===== src/rtl/mec_pkg.sv =====
// Shared types and constants for the Mandelbrot escape counter.
// Q4.28 formats, register indexes and the saturation helper.
// No dependencies.
`timescale 1ns / 1ps

package mec_pkg;

  localparam int CoordW = 10;   // pixel row / column
  localparam int CountW = 9;    // iteration count and limit
  localparam int QW     = 32;   // Q4.28 word
  localparam int StepW  = 31;   // unsigned Q3.28 step
  localparam int ProdW  = 64;   // Q8.56 product
  localparam int WideW  = 66;   // headroom for sums before saturation
  localparam int FracBits = 28;

  localparam int CfgIdxW = 3;
  localparam logic [CfgIdxW-1:0] CfgRealOrigin    = 3'd0;
  localparam logic [CfgIdxW-1:0] CfgImagOrigin    = 3'd1;
  localparam logic [CfgIdxW-1:0] CfgRealStep      = 3'd2;
  localparam logic [CfgIdxW-1:0] CfgImagStep      = 3'd3;
  localparam logic [CfgIdxW-1:0] CfgIterationLimit = 3'd4;

  localparam logic signed [QW-1:0] OriginRst = 32'shE000_0000;  // -2.0
  localparam logic [StepW-1:0]     StepRst   = 31'd1493382;
  localparam logic [CountW-1:0]    LimitRst  = 9'd256;

  // 4.0 in Q8.56
  localparam logic [ProdW-1:0] EscapeMag = 64'h0400_0000_0000_0000;

  localparam logic signed [WideW-1:0] SatHi = {{(WideW-QW+1){1'b0}}, {(QW-1){1'b1}}};
  localparam logic signed [WideW-1:0] SatLo = {{(WideW-QW+1){1'b1}}, {(QW-1){1'b0}}};

  function automatic logic signed [QW-1:0] sat_q428(input logic signed [WideW-1:0] v);
    logic signed [QW-1:0] r;
    if (v > SatHi) begin
      r = {1'b0, {(QW-1){1'b1}}};
    end else if (v < SatLo) begin
      r = {1'b1, {(QW-1){1'b0}}};
    end else begin
      r = v[QW-1:0];
    end
    return r;
  endfunction

endpackage


===== src/rtl/mandelbrot_escape_count_top.sv =====
// Mandelbrot escape-time counter: pixel to c mapping and z = z^2 + c loop.
// Uses mec_pkg; one shared 32x32 signed multiplier under a small sequencer.
// Steps from accept to count valid: S_MRE, S_MIM and S_CIM map c, then each iteration runs S_RR,
// S_II, S_RI (escape test on the last z) and S_UPD; S_FIN loads the count.
// Throughput: one pixel at a time, the next taken the cycle after a count is loaded;
// a new count waits while the output word is not taken. Reset: config defaults, no word.
`timescale 1ns / 1ps

module mandelbrot_escape_count_top
  import mec_pkg::*;
#(
  parameter int MAX_DIM        = 1024,
  parameter int MAX_ITERATIONS = 256
) (
  input  logic                clk_i,
  input  logic                rst_ni,
  input  logic                cfg_valid_i,
  output logic                cfg_ready_o,
  input  logic [CfgIdxW-1:0]  cfg_index_i,
  input  logic [QW-1:0]       cfg_data_i,
  input  logic                in_valid_i,
  output logic                in_ready_o,
  input  logic [CoordW-1:0]   pixel_row_i,
  input  logic [CoordW-1:0]   pixel_col_i,
  output logic                out_valid_o,
  input  logic                out_ready_i,
  output logic [CountW-1:0]   escape_count_o
);

  localparam logic [3:0] S_IDLE = 4'd0;
  localparam logic [3:0] S_MRE  = 4'd1;  // col * real_step
  localparam logic [3:0] S_MIM  = 4'd2;  // row * imag_step, c_re
  localparam logic [3:0] S_CIM  = 4'd3;  // c_im
  localparam logic [3:0] S_RR   = 4'd4;
  localparam logic [3:0] S_II   = 4'd5;
  localparam logic [3:0] S_RI   = 4'd6;  // escape test on re^2 + im^2
  localparam logic [3:0] S_UPD  = 4'd7;  // new z, count++
  localparam logic [3:0] S_FIN  = 4'd8;

  logic [3:0] state_q, state_d;

  logic signed [QW-1:0] real_origin_q, imag_origin_q;
  logic [StepW-1:0]     real_step_q, imag_step_q;
  logic [CountW-1:0]    iteration_limit_q;

  logic [CoordW-1:0]    row_q, col_q;
  logic [CountW-1:0]    limit_q, count_q;
  logic signed [QW-1:0] c_re_q, c_im_q, z_re_q, z_im_q;
  logic signed [ProdW-1:0] p_q, rr_q, ii_q;

  logic                 out_valid_q;
  logic [CountW-1:0]    escape_count_q;

  logic signed [QW-1:0]    mul_a, mul_b;
  logic signed [ProdW-1:0] mul_p;
  logic signed [ProdW-1:0] diff, re_sh, im_sh;
  logic signed [WideW-1:0] map_re_sum, map_im_sum, nre_sum, nim_sum;
  logic [ProdW-1:0]        mag;
  logic                    escaped, at_limit, out_free;
  logic [CoordW-1:0]       row_sat, col_sat;
  logic [CountW-1:0]       limit_eff;

  assign cfg_ready_o    = 1'b1;
  assign in_ready_o     = (state_q == S_IDLE);
  assign out_valid_o    = out_valid_q;
  assign escape_count_o = escape_count_q;
  assign out_free       = !out_valid_q || out_ready_i;

  // index and iteration-limit clamps
  assign row_sat = (int'(pixel_row_i) > MAX_DIM - 1) ? CoordW'(MAX_DIM - 1) : pixel_row_i;
  assign col_sat = (int'(pixel_col_i) > MAX_DIM - 1) ? CoordW'(MAX_DIM - 1) : pixel_col_i;
  assign limit_eff = (int'(iteration_limit_q) > MAX_ITERATIONS) ?
                     CountW'(MAX_ITERATIONS) : iteration_limit_q;

  // shared multiplier operand select
  always_comb begin
    case (state_q)
      S_MRE: begin
        mul_a = {{(QW-CoordW){1'b0}}, col_q};
        mul_b = {1'b0, real_step_q};
      end
      S_MIM: begin
        mul_a = {{(QW-CoordW){1'b0}}, row_q};
        mul_b = {1'b0, imag_step_q};
      end
      S_RR: begin
        mul_a = z_re_q;
        mul_b = z_re_q;
      end
      S_II: begin
        mul_a = z_im_q;
        mul_b = z_im_q;
      end
      default: begin
        mul_a = z_re_q;
        mul_b = z_im_q;
      end
    endcase
  end

  assign mul_p = mul_a * mul_b;

  assign map_re_sum = {{(WideW-QW){real_origin_q[QW-1]}}, real_origin_q}
                    + {{(WideW-ProdW){p_q[ProdW-1]}}, p_q};
  assign map_im_sum = {{(WideW-QW){imag_origin_q[QW-1]}}, imag_origin_q}
                    + {{(WideW-ProdW){p_q[ProdW-1]}}, p_q};

  // floor shifts: re from Q8.56 difference, im carries the factor of two
  assign diff  = rr_q - ii_q;
  assign re_sh = diff >>> FracBits;
  assign im_sh = p_q >>> (FracBits - 1);
  assign nre_sum = {{(WideW-ProdW){re_sh[ProdW-1]}}, re_sh}
                 + {{(WideW-QW){c_re_q[QW-1]}}, c_re_q};
  assign nim_sum = {{(WideW-ProdW){im_sh[ProdW-1]}}, im_sh}
                 + {{(WideW-QW){c_im_q[QW-1]}}, c_im_q};

  // squares are never negative, so bit 63 is clear
  assign mag     = {1'b0, rr_q[ProdW-2:0]} + {1'b0, p_q[ProdW-2:0]};
  assign escaped = (mag >= EscapeMag);
  assign at_limit = ({1'b0, count_q} + 1'b1) >= {1'b0, limit_q};

  always_comb begin
    state_d = state_q;
    case (state_q)
      S_IDLE: if (in_valid_i) state_d = S_MRE;
      S_MRE:  state_d = S_MIM;
      S_MIM:  state_d = S_CIM;
      S_CIM:  state_d = S_RR;
      S_RR:   state_d = S_II;
      S_II:   state_d = S_RI;
      S_RI:   state_d = escaped ? S_FIN : S_UPD;
      S_UPD:  state_d = at_limit ? S_FIN : S_RR;
      S_FIN:  if (out_free) state_d = S_IDLE;
      default: state_d = S_IDLE;
    endcase
  end

  always_ff @(posedge clk_i or negedge rst_ni) begin
    if (!rst_ni) begin
      state_q           <= S_IDLE;
      real_origin_q     <= OriginRst;
      imag_origin_q     <= OriginRst;
      real_step_q       <= StepRst;
      imag_step_q       <= StepRst;
      iteration_limit_q <= LimitRst;
      out_valid_q       <= 1'b0;
    end else begin
      state_q <= state_d;
      if (cfg_valid_i) begin
        case (cfg_index_i)
          CfgRealOrigin:     real_origin_q     <= cfg_data_i;
          CfgImagOrigin:     imag_origin_q     <= cfg_data_i;
          CfgRealStep:       real_step_q       <= cfg_data_i[StepW-1:0];
          CfgImagStep:       imag_step_q       <= cfg_data_i[StepW-1:0];
          CfgIterationLimit: iteration_limit_q <= cfg_data_i[CountW-1:0];
          default: ;
        endcase
      end
      if (state_q == S_FIN && out_free) begin
        out_valid_q <= 1'b1;
      end else if (out_ready_i) begin
        out_valid_q <= 1'b0;
      end
    end
  end

  // datapath words, no reset needed
  always_ff @(posedge clk_i) begin
    p_q <= mul_p;
    case (state_q)
      S_IDLE: begin
        if (in_valid_i) begin
          row_q   <= row_sat;
          col_q   <= col_sat;
          limit_q <= limit_eff;
        end
      end
      S_MIM: begin
        c_re_q  <= sat_q428(map_re_sum);
        z_re_q  <= '0;
        z_im_q  <= '0;
        count_q <= '0;
      end
      S_CIM: c_im_q <= sat_q428(map_im_sum);
      S_II:  rr_q <= p_q;
      S_RI:  ii_q <= p_q;
      S_UPD: begin
        z_re_q  <= sat_q428(nre_sum);
        z_im_q  <= sat_q428(nim_sum);
        count_q <= count_q + 1'b1;
      end
      S_FIN: if (out_free) escape_count_q <= count_q;
      default: ;
    endcase
  end

endmodule


===== config.mk =====
export PLATFORM = sky130hd
export DESIGN_NAME = mandelbrot_escape_count_top
export DESIGN_NICKNAME = d
export VERILOG_FILES = /design/src/rtl/mec_pkg.sv /design/src/rtl/mandelbrot_escape_count_top.sv
export SDC_FILE = /design/constraint.sdc
export NUM_CORES = 2
export LEC_CHECK = 0
export ABC_CLOCK_PERIOD_IN_PS = 30700
export BUFFER_PORTS_ARGS = -buffer_cell sky130_fd_sc_hd__buf_2
export CORE_UTILIZATION = 70
export CTS_CLUSTER_DIAMETER = 60
export DETAILED_ROUTE_END_ITERATION = 16
export PLACE_DENSITY = 0.9
export SYNTH_ARGS = -nofsm -noshare
export SYNTH_HDL_FRONTEND = slang
export SYNTH_SLANG_ARGS = --single-unit

===== constraint.sdc =====
create_clock -name clk_i -period 30.7 [get_ports clk_i]
set_input_delay 6.14 -clock clk_i [delete_from_list [all_inputs] [get_ports clk_i]]
set_output_delay 6.14 -clock clk_i [all_outputs]
set_load 0.02 [all_outputs]

# [Word level (Yosys, flattened, before mapping)]
# Cells that the tools add are included.
[classes] addsub=8 n_mul=1 n_lt_le_gt_ge=11 n_eq_ne=14 muxes=18 n_reduce_logical=15
[ops] cell="2-to-1 mux 32 bit" n=6
[ops] cell="case mux 32 bit (3 select lines)" n=2
[ops] cell="adder 32 x 64 -> 65 bit" n=2
[ops] cell="greater-than comparator 65 x 32 -> 1 bit, second input constant" n=2
[ops] cell="< comparator 65 x 32 -> 1 bit, second input constant" n=2
[ops] cell="case mux 32 bit (2 select lines)" n=2
[ops] cell="adder 63 x 63 -> 64 bit" n=1
[ops] cell=">= comparator 64 x 59 -> 1 bit, second input constant" n=1
[ops] cell="multiplier 32 x 32 -> 64 bit" n=1
[ops] cell="subtractor 64 bit" n=1
[ops] cell="adder 37 x 32 -> 38 bit" n=1
[ops] cell="greater-than comparator 38 x 32 -> 1 bit, second input constant" n=1
[ops] cell="< comparator 38 x 32 -> 1 bit, second input constant" n=1
[ops] cell="adder 36 x 32 -> 37 bit" n=1
[ops] cell="greater-than comparator 37 x 32 -> 1 bit, second input constant" n=1
[ops] cell="< comparator 37 x 32 -> 1 bit, second input constant" n=1
[ops] cell="case mux 4 bit (9 select lines)" n=1
[ops] cell="case mux 9 bit (2 select lines)" n=1
[ops] cell="equality test 4 x 3 -> 1 bit, second input constant" n=4
[ops] cell="2-to-1 mux 4 bit" n=4
[ops] cell="AND reduction 2 bit" n=8
[ops] cell="adder 9 x 1 -> 10 bit, second input constant" n=1
[ops] cell=">= comparator 10 x 9 -> 1 bit" n=1
[ops] cell="adder 9 x 1 -> 9 bit, second input constant" n=1
[ops] cell="15 further kinds" n=20
[word_totals] reg_bits=507 output_inout_bits=12 wordCells=86

# [Longest topological paths before layout]
[depth] depth_word=6 depth_mapped=43

# [Least setup slack after synthesis]
# Ideal clock, no wire load.
[synth_path] path_type="register to register" start="register state_q[3]" end="register p_q[62]" arrival_time_ps=11847 t_required_ps=30628 slack_ps=18781 stages_incl_launch_ff=36 n_path_buf=6 synth_period_minus_slack_ps=11919 cell_sequence="dfrtp_1 > clkbuf_1 > nand2b_1 > clkbuf_1 > nor2_1 > clkbuf_1 > clkbuf_1 > clkbuf_1 > a22oi_1 > clkbuf_1 > nor2_1 > fa_1 > fa_1 > fa_1 > inv_1 > fa_1 > inv_1 > fa_1 > fa_1 > fa_1 > fa_1 > ha_1 > a21oi_1 > inv_1 > a2111oi_0 > a221oi_1 > nor2_1 > o21ai_0 > a221oi_1 > o21ai_0 > o41ai_1 > o211ai_1 > a21oi_1 > o21ai_0 > a21oi_1 > xnor2_1"
[synth_via] elab_chain_cells=3
[synth_lines] item="from (decl)" line="mandelbrot_escape_count_top.sv:40" source="logic [3:0] state_q, state_d;"
[synth_lines] item="from (signal assigned)" line="mandelbrot_escape_count_top.sv:148" source="state_q <= state_d;"
[synth_lines] item="equality test 4 x 3 -> 1 bit (tied with other cells)" line="mandelbrot_escape_count_top.sv:77" source="case (state_q)"
[synth_lines] item="case mux 32 bit (3 select lines)" line="mandelbrot_escape_count_top.sv:77"
[synth_lines] item="multiplier 32 x 32 -> 64 bit *" line="mandelbrot_escape_count_top.sv:101" source="assign mul_p = mul_a * mul_b;"
[synth_lines] item="via mul_p[62]" line="mandelbrot_escape_count_top.sv:55" source="logic signed [ProdW-1:0] mul_p;"
[synth_lines] item="to (signal assigned)" line="mandelbrot_escape_count_top.sv:169" source="p_q <= mul_p;"
[synth_lines] item="to (decl)" line="mandelbrot_escape_count_top.sv:49" source="logic signed [ProdW-1:0] p_q, rr_q, ii_q;"
# The timed path passes the listed nets; every way through them passes the cells marked *.
# A chain may end at the register's enable or synchronous reset.

# [Worst setup path in the final report]
[layout_path] start="register state_q[2]" end="register p_q[62]"
# The elaborated chain is that of the path after synthesis.

==> metrics <==
residual DRC count=0; number of core rows=114; maxcap violations=0; Post CTS Setup Buffer Count=0; largest net degree at the start of global routing=84; most frequently used cell type in the post-synthesis netlist=inv_1; Setup-failing EPs final=0; via count=57200; die width=316 um; mean post-synth cell area=9.44 um^2; cell taking the most area after synthesis=fa_1; transition time at the pin with the least slew margin=1.30 ns; synthesized netlist cell count=7324; top post-synthesis cells by count=inv_1 (1138), fa_1 (1087), nand2_1 (715); vias in the first global route=60000; number of warnings issued by yosys=0; initial antenna violation count=13; result of the run=completed; setup repair after global routing missed its margin=no; Clk Tree Root Cell=clkbuf_16; sort of element at the end of the critical path=flip-flop; most frequent CP cell=fa_1; overall overflow remaining after global route=0; library cell contributing the largest single delay on the critical path=o21a_1; Worst-path clk slew=0.06 ns; largest cells by area after synthesis=fa_1 (31%), edfxtp_1 (13%), ha_1 (9.4%); die footprint=100000 um^2; Period minus WS final=13.03 ns; buffers added on ports=70; number of hold buffers added after CTS=0; cts bufs inserted=56; stage delay of the slowest cell on the critical path=0.98 ns; area share of the leading cell type in the synthesized netlist=31.5%; arrival time at the worst endpoint=13.59 ns; total instance count after detailed placement=8481; aggregate global-route resource usage=46.2%; post-synth net total=8991; Worst Path Max Fanout=80; H-tree Lvls=2; weighted congestion reported at the end of routability-driven placement=1.07; post-synthesis sequential area ratio=20.1%; wire length of the first global-routing pass=344 mm; area post-placement=71000 um^2; number of antenna-violating nets in the routed design=0; max-slew violation total from the final report=0; hold slack=0.497 ns; final routed wire length divided by cell count=26.1 um; number of standard cells in the layout, taps in and fillers out=8596; Slew headroom=13.4%; number of synthesized flops with an enable pin=303; floorplan core area=97300 um^2; Hold/Removal Path Class=flip-flop to flip-flop; final sum of negative setup slack=0 ns; primary flip-flop cell chosen by synthesis mapping=edfxtp_1; Die Y-Extent=316 um; synthesis-stage register bit count=507; clock tree from TritonCTS=done; Crit Path Category=flip-flop to flip-flop; WHS Path Cells=1; cell area after technology mapping=69200 um^2; CTS Sinks=507; distinct cell type count after synthesis=85; final number of hold-violating endpoints=0; data required time at the worst endpoint=31.26 ns; achievable clock frequency=76.8 MHz; logic depth of the worst register-to-register path=33; per-cell via count in the routed design=6.66; Finished Cell Area=72900 um^2; nets@finish=8930; clock insertion delay at the later pin of the skew report=0.68 ns; post-synthesis async set-or-reset flop share=27.6%; Syn-to-layout area delta=5.47%; Max Clock Skew=0.0492 ns; period utilisation layout=42.4%; number of instances resized during post-cts repair=0; first-pass iteration count of the detailed router=7; crit start category=flip-flop; fill cell count=6405; fraction of layout cells with a size suffix above 1=7.06%; Max Root-Sink Buffers=3; initial standard-cell utilization of the core=71.1%; total wirelength of the detailed-routed design=224 mm; number of DRC markers after the initial detailed-route iteration=6700; post-detail-place hpwl=172 mm; top-level port count=72
## cell type report
| class | instances | area (um^2) | area share, % |
|---|---|---|---|
| multi-input combinational | 5374 | 50000 | 68.5 |
| sequential | 507 | 13900 | 19.1 |
| inverter | 1139 | 4280 | 5.86 |
| clock buffer | 76 | 1600 | 2.19 |
| tap | 1276 | 1600 | 2.19 |
| timing repair buffer | 185 | 1220 | 1.67 |
| clock inverter | 30 | 324 | 0.444 |
| antenna | 9 | 22.5 | 0.0309 |
## sequential cells by signal (all words and copies together), names as in the netlist, 10 cells and up
signal and cells:
ii_q 64, p_q 64, rr_q 64, c_im_q 32
c_re_q 32, imag_origin_q 32, real_origin_q 32, z_im_q 32
z_re_q 32, imag_step_q 31, real_step_q 31, col_q 10
row_q 10
## final timing paths
path	start	endpoint	slack (ns)
worst max-delay path	state_q[2]	p_q[62]	17.67
worst min-delay path	iteration_limit_q[1]	iteration_limit_q[1]	0.50
worst max register to register	state_q[2]	p_q[62]	17.67
worst min register to register	iteration_limit_q[1]	iteration_limit_q[1]	0.50
max in group asynchronous	rst_ni	real_step_q[26]	23.78
min in group asynchronous	rst_ni	imag_origin_q[26]	5.51
## critical path, delay by kind of cell, from the launching register on
kind,cells,cell delay [ns]
xor gates and xnor gates,1,0.15
adders and majority gates,9,4.40
DFF,1,0.56
and+or+nand+nor,5,1.40
buffers and inverters,6,1.39
AOI/OAI and AO/OA,12,4.98
## layer usage
layer  wire (um)  up-vias  part of all wire (%)  track usage [%]
met5         169        -                 0.075            0.521
met4       20600       14                   9.2             33.4
met3       32900     1296                    15             16.2
met2       96200     4250                    43             68.7
met1       74500    27700                    33             56.0
li1            -    23900                     -                -
## stage by stage
stage	setup slack, ns	utilization (%)
finish	17.67	75.0
global route	17.26	75.0
CTS	18.10	75.0
detailed placement	18.35	73.0
global placement	18.74	73.0
floorplan	18.78	-
## cells by family (layout without fill, tap and decap cells)
logic type / Yosys count / after routing / synth area share (%)
compound gates: 1403 / 1403 / 13.0
mux: 139 / 139 / 2.26
xor+xnor: 281 / 281 / 3.56
fa+ha+maj: 1607 / 1607 / 40.9
other cells: 1 / 10 / 0.00542
buf+inv: 1443 / 1430 / 7.88
flops: 507 / 507 / 20.1
simple gates: 1943 / 1943 / 12.3
## cells in the final DEF (no fill, tap or decap), types with 79 or more instances in the layout
cell	instances
a21o_1	227
a21oi_1	386
buf_4	115
dfrtp_1	113
edfxtp_1	303
fa_1	1087
ha_1	520
inv_1	1138
mux2_2	135
nand2_1	715
nand3_1	110
nand4_1	79
nor2_1	675
o21ai_0	249
xnor2_1	175
xor2_1	106
Power is not shown: default switching activity piles up to over one toggle a cycle in this logic, so the estimate is an artifact.
